File: src/design/iyfp_pkg.sv
// Package for the yaw frame parser: sizes, status codes, register indexes
// and the result payload type. No dependencies.
package iyfp_pkg;

  localparam int RSVD_BYTES = 4;
  localparam int RSVD_CW    = 3;

  localparam int CFG_IW = 2;
  localparam int CFG_DW = 8;

  localparam logic [CFG_IW-1:0] REG_HEADER_FIRST  = 2'd0;
  localparam logic [CFG_IW-1:0] REG_HEADER_SECOND = 2'd1;
  localparam logic [CFG_IW-1:0] REG_SETTLE_COUNT  = 2'd2;

  localparam logic [7:0] HEADER_FIRST_RST  = 8'd85;
  localparam logic [7:0] HEADER_SECOND_RST = 8'd83;
  localparam logic [7:0] SETTLE_COUNT_RST  = 8'd6;

  localparam logic [1:0] ST_HEADING  = 2'd0;
  localparam logic [1:0] ST_BAD_SUM  = 2'd1;
  localparam logic [1:0] ST_SETTLING = 2'd2;

  typedef struct packed {
    logic [1:0]         frame_status;
    logic signed [15:0] heading;
  } result_t;

endpackage

File: src/design/iyfp_if.sv
// Stream interfaces for the yaw frame parser: received bytes in, frame results out.
// Depends on nothing.
interface iyfp_byte_if;
  logic       valid;
  logic       ready;
  logic [7:0] rx_byte;

  modport source(output valid, output rx_byte, input ready);
  modport sink(input valid, input rx_byte, output ready);
endinterface

interface iyfp_result_if;
  logic               valid;
  logic               ready;
  logic [1:0]         frame_status;
  logic signed [15:0] heading;

  modport source(output valid, output frame_status, output heading, input ready);
  modport sink(input valid, input frame_status, input heading, output ready);
endinterface

File: src/design/imu_yaw_frame_parser.sv
// Top level of the yaw frame parser: byte parser, settling and heading logic.
// Depends on iyfp_pkg, iyfp_if and iyfp_out_skid.
//
//   port    | dir | handshake   | payload
//   rx      | in  | valid/ready | rx_byte[7:0]
//   result  | out | valid/ready | frame_status[1:0], heading[15:0] signed
//   cfg     | in  | cfg_write   | cfg_index[1:0], cfg_data[7:0]
//
// One byte per cycle while rx.ready is high; frame state updates as a byte is taken.
// The checksum byte's result goes to the output register, or the skid if stalled.
// rx.ready drops only while the skid stage holds a result behind a stalled output.
// Synchronous reset returns the parser to header search with settling active.
module imu_yaw_frame_parser
  import iyfp_pkg::*;
(
  input  logic              clk,
  input  logic              rst,
  iyfp_byte_if.sink         rx,
  iyfp_result_if.source     result,
  input  logic              cfg_write,
  input  logic [CFG_IW-1:0] cfg_index,
  input  logic [CFG_DW-1:0] cfg_data
);

  localparam logic [3:0] PH_HDR1 = 4'd0;
  localparam logic [3:0] PH_HDR2 = 4'd1;
  localparam logic [3:0] PH_RSVD = 4'd2;
  localparam logic [3:0] PH_YAWL = 4'd3;
  localparam logic [3:0] PH_YAWH = 4'd4;
  localparam logic [3:0] PH_VL   = 4'd5;
  localparam logic [3:0] PH_VH   = 4'd6;
  localparam logic [3:0] PH_SUM  = 4'd7;

  localparam logic [3:0] PH_AFTER_HDR2 = (RSVD_BYTES > 0) ? PH_RSVD : PH_YAWL;
  localparam logic [RSVD_CW:0] RSVD_LAST = (RSVD_CW + 1)'(RSVD_BYTES);

  logic [7:0] header_first;
  logic [7:0] header_second;
  logic [7:0] settle_count;

  logic [3:0]         phase, phase_next;
  logic [RSVD_CW-1:0] rsvd_count, rsvd_count_next;
  logic [7:0]         running_sum, running_sum_next;
  logic [7:0]         yaw_low, yaw_high;
  logic               settling, settling_next;
  logic [7:0]         settle_counter, settle_counter_next;
  logic [15:0]        reference_yaw, reference_yaw_next;
  logic [15:0]        current_heading, current_heading_next;

  logic       accept;
  logic       emit;
  result_t    emit_data;
  result_t    out_data;
  logic [7:0] b;
  logic [15:0] neg_yaw;
  logic [7:0]  sum_plus;

  assign accept   = rx.valid && rx.ready;
  assign b        = rx.rx_byte;
  assign sum_plus = running_sum + b;
  assign neg_yaw  = 16'd0 - {yaw_high, yaw_low};

  always_comb begin
    phase_next           = phase;
    rsvd_count_next      = rsvd_count;
    running_sum_next     = running_sum;
    settling_next        = settling;
    settle_counter_next  = settle_counter;
    reference_yaw_next   = reference_yaw;
    current_heading_next = current_heading;
    emit                 = 1'b0;
    emit_data.frame_status = ST_BAD_SUM;
    unique case (phase)
      PH_HDR1: begin
        if (b == header_first) begin
          running_sum_next = b;
          phase_next       = PH_HDR2;
        end
      end
      PH_HDR2: begin
        if (b == header_second) begin
          running_sum_next = sum_plus;
          rsvd_count_next  = '0;
          phase_next       = PH_AFTER_HDR2;
        end else begin
          phase_next = PH_HDR1;
        end
      end
      PH_RSVD: begin
        running_sum_next = sum_plus;
        if ({1'b0, rsvd_count} + 1'b1 >= RSVD_LAST) begin
          rsvd_count_next = '0;
          phase_next      = PH_YAWL;
        end else begin
          rsvd_count_next = rsvd_count + 1'b1;
        end
      end
      PH_YAWL: begin
        running_sum_next = sum_plus;
        phase_next       = PH_YAWH;
      end
      PH_YAWH: begin
        running_sum_next = sum_plus;
        phase_next       = PH_VL;
      end
      PH_VL: begin
        running_sum_next = sum_plus;
        phase_next       = PH_VH;
      end
      PH_VH: begin
        running_sum_next = sum_plus;
        phase_next       = PH_SUM;
      end
      PH_SUM: begin
        emit       = 1'b1;
        phase_next = PH_HDR1;
        if (running_sum == b) begin
          if (settling) begin
            if (settle_counter >= settle_count) begin
              settling_next      = 1'b0;
              reference_yaw_next = neg_yaw;
            end else begin
              settle_counter_next = settle_counter + 1'b1;
            end
            emit_data.frame_status = ST_SETTLING;
          end else begin
            current_heading_next   = neg_yaw - reference_yaw;
            emit_data.frame_status = ST_HEADING;
          end
        end
      end
      default: phase_next = PH_HDR1;
    endcase
    emit_data.heading = current_heading_next;
  end

  always_ff @(posedge clk) begin
    if (rst) begin
      header_first    <= HEADER_FIRST_RST;
      header_second   <= HEADER_SECOND_RST;
      settle_count    <= SETTLE_COUNT_RST;
    end else if (cfg_write) begin
      unique case (cfg_index)
        REG_HEADER_FIRST:  header_first  <= cfg_data;
        REG_HEADER_SECOND: header_second <= cfg_data;
        REG_SETTLE_COUNT:  settle_count  <= cfg_data;
        default: ;
      endcase
    end
  end

  always_ff @(posedge clk) begin
    if (rst) begin
      phase           <= PH_HDR1;
      rsvd_count      <= '0;
      running_sum     <= '0;
      yaw_low         <= '0;
      yaw_high        <= '0;
      settling        <= 1'b1;
      settle_counter  <= '0;
      reference_yaw   <= '0;
      current_heading <= '0;
    end else if (accept) begin
      phase           <= phase_next;
      rsvd_count      <= rsvd_count_next;
      running_sum     <= running_sum_next;
      settling        <= settling_next;
      settle_counter  <= settle_counter_next;
      reference_yaw   <= reference_yaw_next;
      current_heading <= current_heading_next;
      if (phase == PH_YAWL) yaw_low  <= b;
      if (phase == PH_YAWH) yaw_high <= b;
    end
  end

  iyfp_out_skid u_out (
    .clk        (clk),
    .rst        (rst),
    .up_valid   (accept && emit),
    .up_data    (emit_data),
    .up_ready   (rx.ready),
    .down_valid (result.valid),
    .down_data  (out_data),
    .down_ready (result.ready)
  );

  assign result.frame_status = out_data.frame_status;
  assign result.heading      = out_data.heading;

endmodule

File: src/design/iyfp_out_skid.sv
// Result register with a skid stage for the yaw frame parser.
// Depends on iyfp_pkg (result_t).
module iyfp_out_skid
  import iyfp_pkg::*;
(
  input  logic    clk,
  input  logic    rst,
  input  logic    up_valid,
  input  result_t up_data,
  output logic    up_ready,
  output logic    down_valid,
  output result_t down_data,
  input  logic    down_ready
);

  logic    main_valid;
  result_t main_data;
  logic    skid_valid;
  result_t skid_data;

  assign up_ready   = !skid_valid;
  assign down_valid = main_valid;
  assign down_data  = main_data;

  always_ff @(posedge clk) begin
    if (rst) begin
      main_valid <= 1'b0;
      skid_valid <= 1'b0;
    end else if (down_ready || !main_valid) begin
      if (skid_valid) begin
        main_valid <= 1'b1;
        main_data  <= skid_data;
        skid_valid <= 1'b0;
      end else begin
        main_valid <= up_valid;
        main_data  <= up_data;
      end
    end else if (up_valid && up_ready) begin
      skid_valid <= 1'b1;
      skid_data  <= up_data;
    end
  end

endmodule
File: src/flat_wrapper.sv
// flat-port wrapper written by rule: the top's interface ports become plain ports
module imu_yaw_frame_parser_flat import iyfp_pkg::*;
  (clk, rst, cfg_write, cfg_index, cfg_data, rx_valid, rx_rx_byte, rx_ready, result_valid, result_frame_status, result_heading, result_ready);
  iyfp_byte_if rx_i ();
  iyfp_result_if result_i ();
  input  logic clk;
  input  logic rst;
  input  logic cfg_write;
  input  logic [CFG_IW-1:0] cfg_index;
  input  logic [CFG_DW-1:0] cfg_data;
  input wire logic [$bits(rx_i.valid)-1:0] rx_valid;
  input wire logic [$bits(rx_i.rx_byte)-1:0] rx_rx_byte;
  output wire logic [$bits(rx_i.ready)-1:0] rx_ready;
  output wire logic [$bits(result_i.valid)-1:0] result_valid;
  output wire logic [$bits(result_i.frame_status)-1:0] result_frame_status;
  output wire logic [$bits(result_i.heading)-1:0] result_heading;
  input wire logic [$bits(result_i.ready)-1:0] result_ready;
  assign rx_i.valid = rx_valid;
  assign rx_i.rx_byte = rx_rx_byte;
  assign rx_ready = rx_i.ready;
  assign result_valid = result_i.valid;
  assign result_frame_status = result_i.frame_status;
  assign result_heading = result_i.heading;
  assign result_i.ready = result_ready;
  imu_yaw_frame_parser u_core (.clk(clk), .rst(rst), .rx(rx_i), .result(result_i), .cfg_write(cfg_write), .cfg_index(cfg_index), .cfg_data(cfg_data));
endmodule
File: config.mk
export PLATFORM = sky130hd
export DESIGN_NAME = imu_yaw_frame_parser_flat
export DESIGN_NICKNAME = d
export VERILOG_FILES = /design/src/design/iyfp_pkg.sv /design/src/design/iyfp_if.sv /design/src/design/imu_yaw_frame_parser.sv /design/src/design/iyfp_out_skid.sv /design/src/flat_wrapper.sv
export SDC_FILE = /design/constraint.sdc
export NUM_CORES = 1
export LEC_CHECK = 0
export BUFFER_PORTS_ARGS = -buffer_cell sky130_fd_sc_hd__buf_2
export CORE_ASPECT_RATIO = 1.75
export CORE_MARGIN = 1.5
export CORE_UTILIZATION = 55
export CTS_BUF_LIST = sky130_fd_sc_hd__clkbuf_2
export DETAILED_ROUTE_END_ITERATION = 8
export GPL_ROUTABILITY_DRIVEN = 0
export GPL_TIMING_DRIVEN = 0
export PLACE_DENSITY = 0.73
export SLEW_MARGIN = 0
export SYNTH_ARGS = -nofsm -noshare
export SYNTH_HDL_FRONTEND = slang
export SYNTH_SLANG_ARGS = --single-unit
File: constraint.sdc
create_clock -name clk -period 10.2 [get_ports clk]
set_input_delay 0.51 -clock clk [delete_from_list [all_inputs] [get_ports clk]]
set_output_delay 0.51 -clock clk [all_outputs]
set_load 0.005 [all_outputs]
==> results.md, run 1 <==
* Required @ worst endpoint at 10.81 ns
* Pwr/cell area at 124 nW/um2
* Total power draw at 0.990 mW
* Critical Path Fanout Max at 7
* Kind of critical path: reg2reg
* Fin crit period at 4.39 ns
* Fin crit share at 43.1%
* VDD IR max at 0.105 mV
* Drt first pass iters at 7
* Die H at 155 um
* Syn Nets at 849
* Leak Pwr at 3.28 nW
* Hold Fails Final Rpt at 0
* Yosys cell types at 65
* Layout cell share with drive strength beyond 1 at 13.2%
* Number of global-route vias before repair at 6050
* Fmax at 228 MHz
* Total track usage at 25.3%
* Final setup violation count at 0
* Root Buffer: clkbuf_2
* Via count at 6055
* Largest net degree at the start of global routing at 19
* Met2 Use GR at 50.0%
* Die width at 89.9 um
* Synth warn at 0
* Slew headroom at 45.1%
* Most common cell after layout, fill and taps aside: dfxtp_1
* Initial Utilization at 56.1%
* Multi-input combinational cell area at 3930 um2
* Hold Buf Count CTS at 0
* WL per Instance at 16.7 um
* DPL Wire Length at 13200 um
* Failing checks: DRC
* RSZ-0062 raised after global routing: false
* Routed WL at 17300 um
* Top cell type's share of synthesized area at 26.7%
* Antenna Nets Post-Route at 0
* Yosys top cell by area: dfxtp_1
* CP endpoint kind: register
* Syn Std Cell Area at 7260 um2
* Worst Hold Class: in2reg
* Area taken by flip-flops and latches at 3020 um2
* Total CTS buffers at 17
* First-pass GRT wire length at 27900 um
* Global-route track usage on met1 at 23.8%
* Final Cell Area at 7980 um2
* GRT busiest layer: met2
* Clk buf depth at 2
* Most frequent cells in the layout: 97 x dfxtp_1, 88 x nand2_1, 80 x nor2_1
* Row count at 55
* Slew Limit Fails at 0
* Drt initial violations at 273
* Worst Tran Pin Value at 0.824 ns
* CTS tree: built
* Async S/R FF share, synth at 0%
* DRC viols at 1
* Worst EP arrival at 5.00 ns
* Placed Area at 7690 um2
* Global route overflow at 0
* Status: complete, but fails checks
* Initial antenna violation count at 1
* Synth area leaders: dfxtp_1 27%, edfxtp_1 15%, mux2i_1 7.7%, ha_1 5.7%, nand2_1 4.5%
* Max-cap violation count at 0
* H-Tree Level Count at 4
* Post-CTS Resized at 0
* Clock slew at reported path FFs at 0.22 ns
* Setup bufs post-CTS at 0
* TritonCTS Sinks at 133
* Ys flop type: dfxtp_1
* Number of synthesized flops with an enable pin at 36
* Register area share after synthesis at 41.6%
* Final Net Count at 909
* GRT met3 Usage at 4.74%
* Worst skew pair latency at 0.73 ns
* I/O pin cnt at 43
* Filler Cells Inserted at 1182
* Yosys reg bits at 133
* Die Footprint at 13900 um2
* Layout Skew at 0.0344 ns
* Syn Inst Count at 791
* Vias per Instance at 5.84
* Setup TNS at 0 ns
* Buffers on Ports at 40
* Placeable Area at 12900 um2
* CP Launch Type: register
* Synthesized area per cell at 9.18 um2
* P&R area growth vs syn at 9.94%
## cell type report
cell class                      instances  area share, %
Antenna cell                            1         0.0313
Buffer                                 39           2.05
Clock buffer                           17           1.07
Clock inverter                         15           2.55
Inverter                               39           1.83
Multi-Input combinational cell        580           49.3
Sequential cell                       133           37.9
Tap cell                              171           2.68
Timing Repair Buffer                   41           2.65
## Yosys cell counts (all sizes together), types with 4 or more instances
cell / instances
edfxtp: 36
nor2: 81
o21ai: 31
and3: 9
xnor2: 27
a21oi: 38
nand4: 10
a21o: 8
clkbuf: 32
dfxtp: 97
a211oi: 9
buf: 7
xor2: 16
nand3: 24
or4: 4
inv: 39
nand2b: 8
or2: 6
mux2i: 56
o31ai: 6
or3: 4
ha: 33
o41ai: 5
nor4: 10
mux2: 18
nor3: 21
o21a: 8
nand2: 88
nor2b: 8
## worst paths after layout
kind	startpoint	to	slack, ns	cells after the start
setup / recovery	u_core.yaw_low[2]	u_core.u_out.down_data[15]	5.81	11
hold / removal	cfg_data[1]	u_core.header_second[1]	0.05	3
setup reg to reg	u_core.yaw_low[2]	u_core.u_out.down_data[15]	5.81	11
hold reg to reg	u_core.reference_yaw[5]	u_core.reference_yaw[5]	0.47	2
## state kept, by name, summed over array words and instances, names as in the netlist, 16 cells and up
| signal | count |
|---|---|
| u_core.current_heading | 16 |
| u_core.reference_yaw | 16 |
| u_core.u_out.skid_data | 18 |
| u_core.u_out.down_data | 18 |
## per-layer routing
metal	vias to the layer above	wire (um)
li1	2934	-
met1	2907	6390
met2	160	9490
met3	54	637
met4	0	738
met5	-	0
## per-stage QoR
step / hold slack (ns) / setup WS (ns) / std cells / util (%)
6_report: 0.0499 / 5.81 / 1036 / 61.7
3_3_place_gp: 0.442 / 5.97 / 1002 / 59.3
5_1_grt: 0.0162 / 5.64 / 1036 / 61.7
3_5_place_dp: 0.446 / 5.86 / 1003 / 59.5
4_1_cts: 0.00640 / 5.84 / 1035 / 61.7
2_1_floorplan: 0.433 / 6.73 / 791 / -
## report_power, final
group	leakage, nW	internal, mW	switching [mW]	total (mW)
logic	1.97	0.0222	0.0381	0.0603
clock network	0.157	0.162	0.214	0.377
registers	1.16	0.550	0.00360	0.553
total	3.28	0.734	0.256	0.990
## kinds of logic after synthesis
family                   count (synthesis)  share of synthesized area, %
AO/OA/AOI/OAI                          142                          13.2
XOR/XNOR                                44                          5.53
adder cells (fa/ha/maj)                 35                          6.24
buffers and inverters                   78                          4.27
flip-flops                             133                          41.6
multiplexers                            74                          10.5
AND/OR/NAND/NOR                        285                          18.6
## worst max-delay path, cell delays in order (launching register included)
cell	delay [ns]
dfxtp_1	0.40
or4_4	0.57
nor4_1	0.60
nand2_1	0.17
xor2_1	0.20
ha_1	0.28
clkbuf_1	0.29
nand4_1	0.26
a211oi_1	0.60
o2111ai_1	0.40
a2111o_1	0.46
nand3_1	0.07
Note: power is estimated with default switching activity, not from simulation.
==> run 2, diff against run 1 <==
- PLACE_DENSITY: 0.73 -> 0.76
- clock period: 10.2 -> 3.88 ns (I/O delays scaled with it)
==> results.md, run 2 (synthesis results as in run 1) <==
* Status: completed
* Worst Hold Class: in2reg
* Max-cap violation count at 0
* Initial antenna violation count at 1
* Dpl cells at 1003
* Final WS setup at 0.119 ns
* Root Buffer: clkbuf_2
* Buffers on Ports at 40
* Required @ worst endpoint at 4.38 ns
* Worst min-delay path startpoint: rst
* Drt initial violations at 274
* Worst skew pair latency at 0.71 ns
* Die Footprint at 13900 um2
* Fin crit share at 96.9%
* Clock slew at reported path FFs at 0.23 ns
* R2R Path End: u_core.u_out.down_data[12]
* Layout cell share with drive strength beyond 1 at 13.8%
* Antenna Nets Post-Route at 0
* WL per Instance at 16.7 um
* R2R depth at 11
* Worst Tran Pin Value at 0.781 ns
* Via count at 6177
* Most frequent cells in the layout: 95 x dfxtp_1, 88 x nand2_1, 80 x nor2_1
* DRC viols at 0
* Setup TNS at 0 ns
* Placeable Area at 12900 um2
* P&R area growth vs syn at 12.6%
* Fmax at 266 MHz
* Fin crit period at 3.76 ns
* Worst EP arrival at 4.26 ns
* Setup bufs post-CTS at 0
* Max stage delay on crit path at 0.58 ns
* Pwr/cell area at 306 nW/um2
* CP Launch Type: register
* Slew Limit Fails at 0
* Largest net degree at the start of global routing at 19
* Die width at 89.9 um
* CP bufs+invs at 0
* Pre-CTS WS at -0.270 ns
* Most common cell after layout, fill and taps aside: dfxtp_1
* Reg2Reg Setup Slack at 0.12 ns
* Global route overflow at 0
* Leak Pwr at 3.37 nW
* Min-Delay Endpoint: u_core.settle_counter[5]
* Layout Skew at 0.0379 ns
* Slew headroom at 47.9%
* Non-Filler Instances at 1053
* Critical path's top delay family: simple AND/OR/NAND/NOR gates
* Final Cell Area at 8170 um2
* Number of global-route vias before repair at 6272
* Total CTS buffers at 17
* I/O pin cnt at 43
* Slowest CP cell: or4_4
* CP endpoint kind: register
* Kind of critical path: reg2reg
* Final setup violation count at 0
* Total track usage at 25.9%
* Hold Crit Depth at 3
* CTS tree: built
* Crit path from: u_core.yaw_low[2]
* Vias per Instance at 5.87
* Final Net Count at 926
* Drt first pass iters at 5
* Critical R2R Launch: u_core.yaw_low[2]
* Clk buf depth at 2
* Placed Area at 7690 um2
* DPL Wire Length at 13100 um
* TritonCTS Sinks at 133
* Routed WL at 17600 um
* Row count at 55
* Hold Fails Final Rpt at 0
* First-pass GRT wire length at 29100 um
* VDD IR max at 0.208 mV
* Die H at 155 um
* Worst path cell trace: or4_4 > or4_4 > nor2_1 > xnor2_1 > ha_4 > nand4_1 > nor4_2 > o32ai_2 > xnor2_1 > mux2_2 > mux2_2
* Critical Path Fanout Max at 9
* H-Tree Level Count at 4
* Initial Utilization at 56.1%
## run 2: cell count changes in the layout (fill, tap and decap cells not counted), sizes merged
cell	before	now
inv	41	43
clkinv	5	6
bufinv	4	2
dlygate4sd3	0	19
clkinvlp	4	2
clkbuf	49	48
## run 2: routing by layer
metal	GRT usage [%]	vias up	routed length, um
met5	0	-	0
met4	16.3	0	881
met3	4.50	78	737
met2	49.0	187	9430
met1	25.8	2937	6540
li1	-	2975	-
## run 2: where the power goes
| group | internal (mW) | switching (mW) | total, mW |
|---|---|---|---|
| clock | 0.305 | 0.563 | 0.868 |
| combinational | 0.0702 | 0.106 | 0.176 |
| sequential | 1.44 | 0.00921 | 1.45 |
| total | 1.82 | 0.679 | 2.50 |
## run 2: worst max path at each step
stage	slack, ns	endpoint	cells past startpoint
after floorplan	0.41	u_core.u_out.down_data[15]	11
after global placement	-0.26	u_core.u_out.down_data[15]	11
after detailed placement	-0.27	u_core.u_out.down_data[15]	11
after CTS	0.005	u_core.u_out.down_data[12]	12
after global routing	-0.006	u_core.u_out.down_data[12]	11
final	0.12	u_core.u_out.down_data[12]	11
## run 2: repair_timing
| action | CTS | global route |
|---|---|---|
| gates resized for setup | 3 | 7 |
| endpoints found under the setup margin | 8 | 11 |
| endpoints found under the hold margin | 48 | 0 |
| pin swaps | 0 | 2 |
| hold buffers | 19 | 0 |
## run 2: tightest hold or removal path: stages
cell and delay, ns:
clkbuf_1 0.23, nor2b_1 0.17, mux2_2 0.14
## run 2: cell type report
class | instances | area [um2]
clock buffer | 18 | 90.1
antenna | 1 | 2.50
fill | 1104 | 4760
multi-input combinational | 580 | 3990
inverter | 39 | 146
clock inverter | 14 | 151
buffer | 37 | 156
sequential | 133 | 3030
tap | 171 | 214
timing repair buffer | 60 | 402
## run 2: through the flow
stage	total power [mW]	utilization [%]	hold slack, ns
final	2.50	63.2	0.0280
after global routing	2.58	63.2	0.0247
after CTS	2.50	62.9	0.00909
after detailed placement	1.64	59.5	0.448
after global placement	1.63	59.3	0.441
after floorplan	1.58	-	0.319
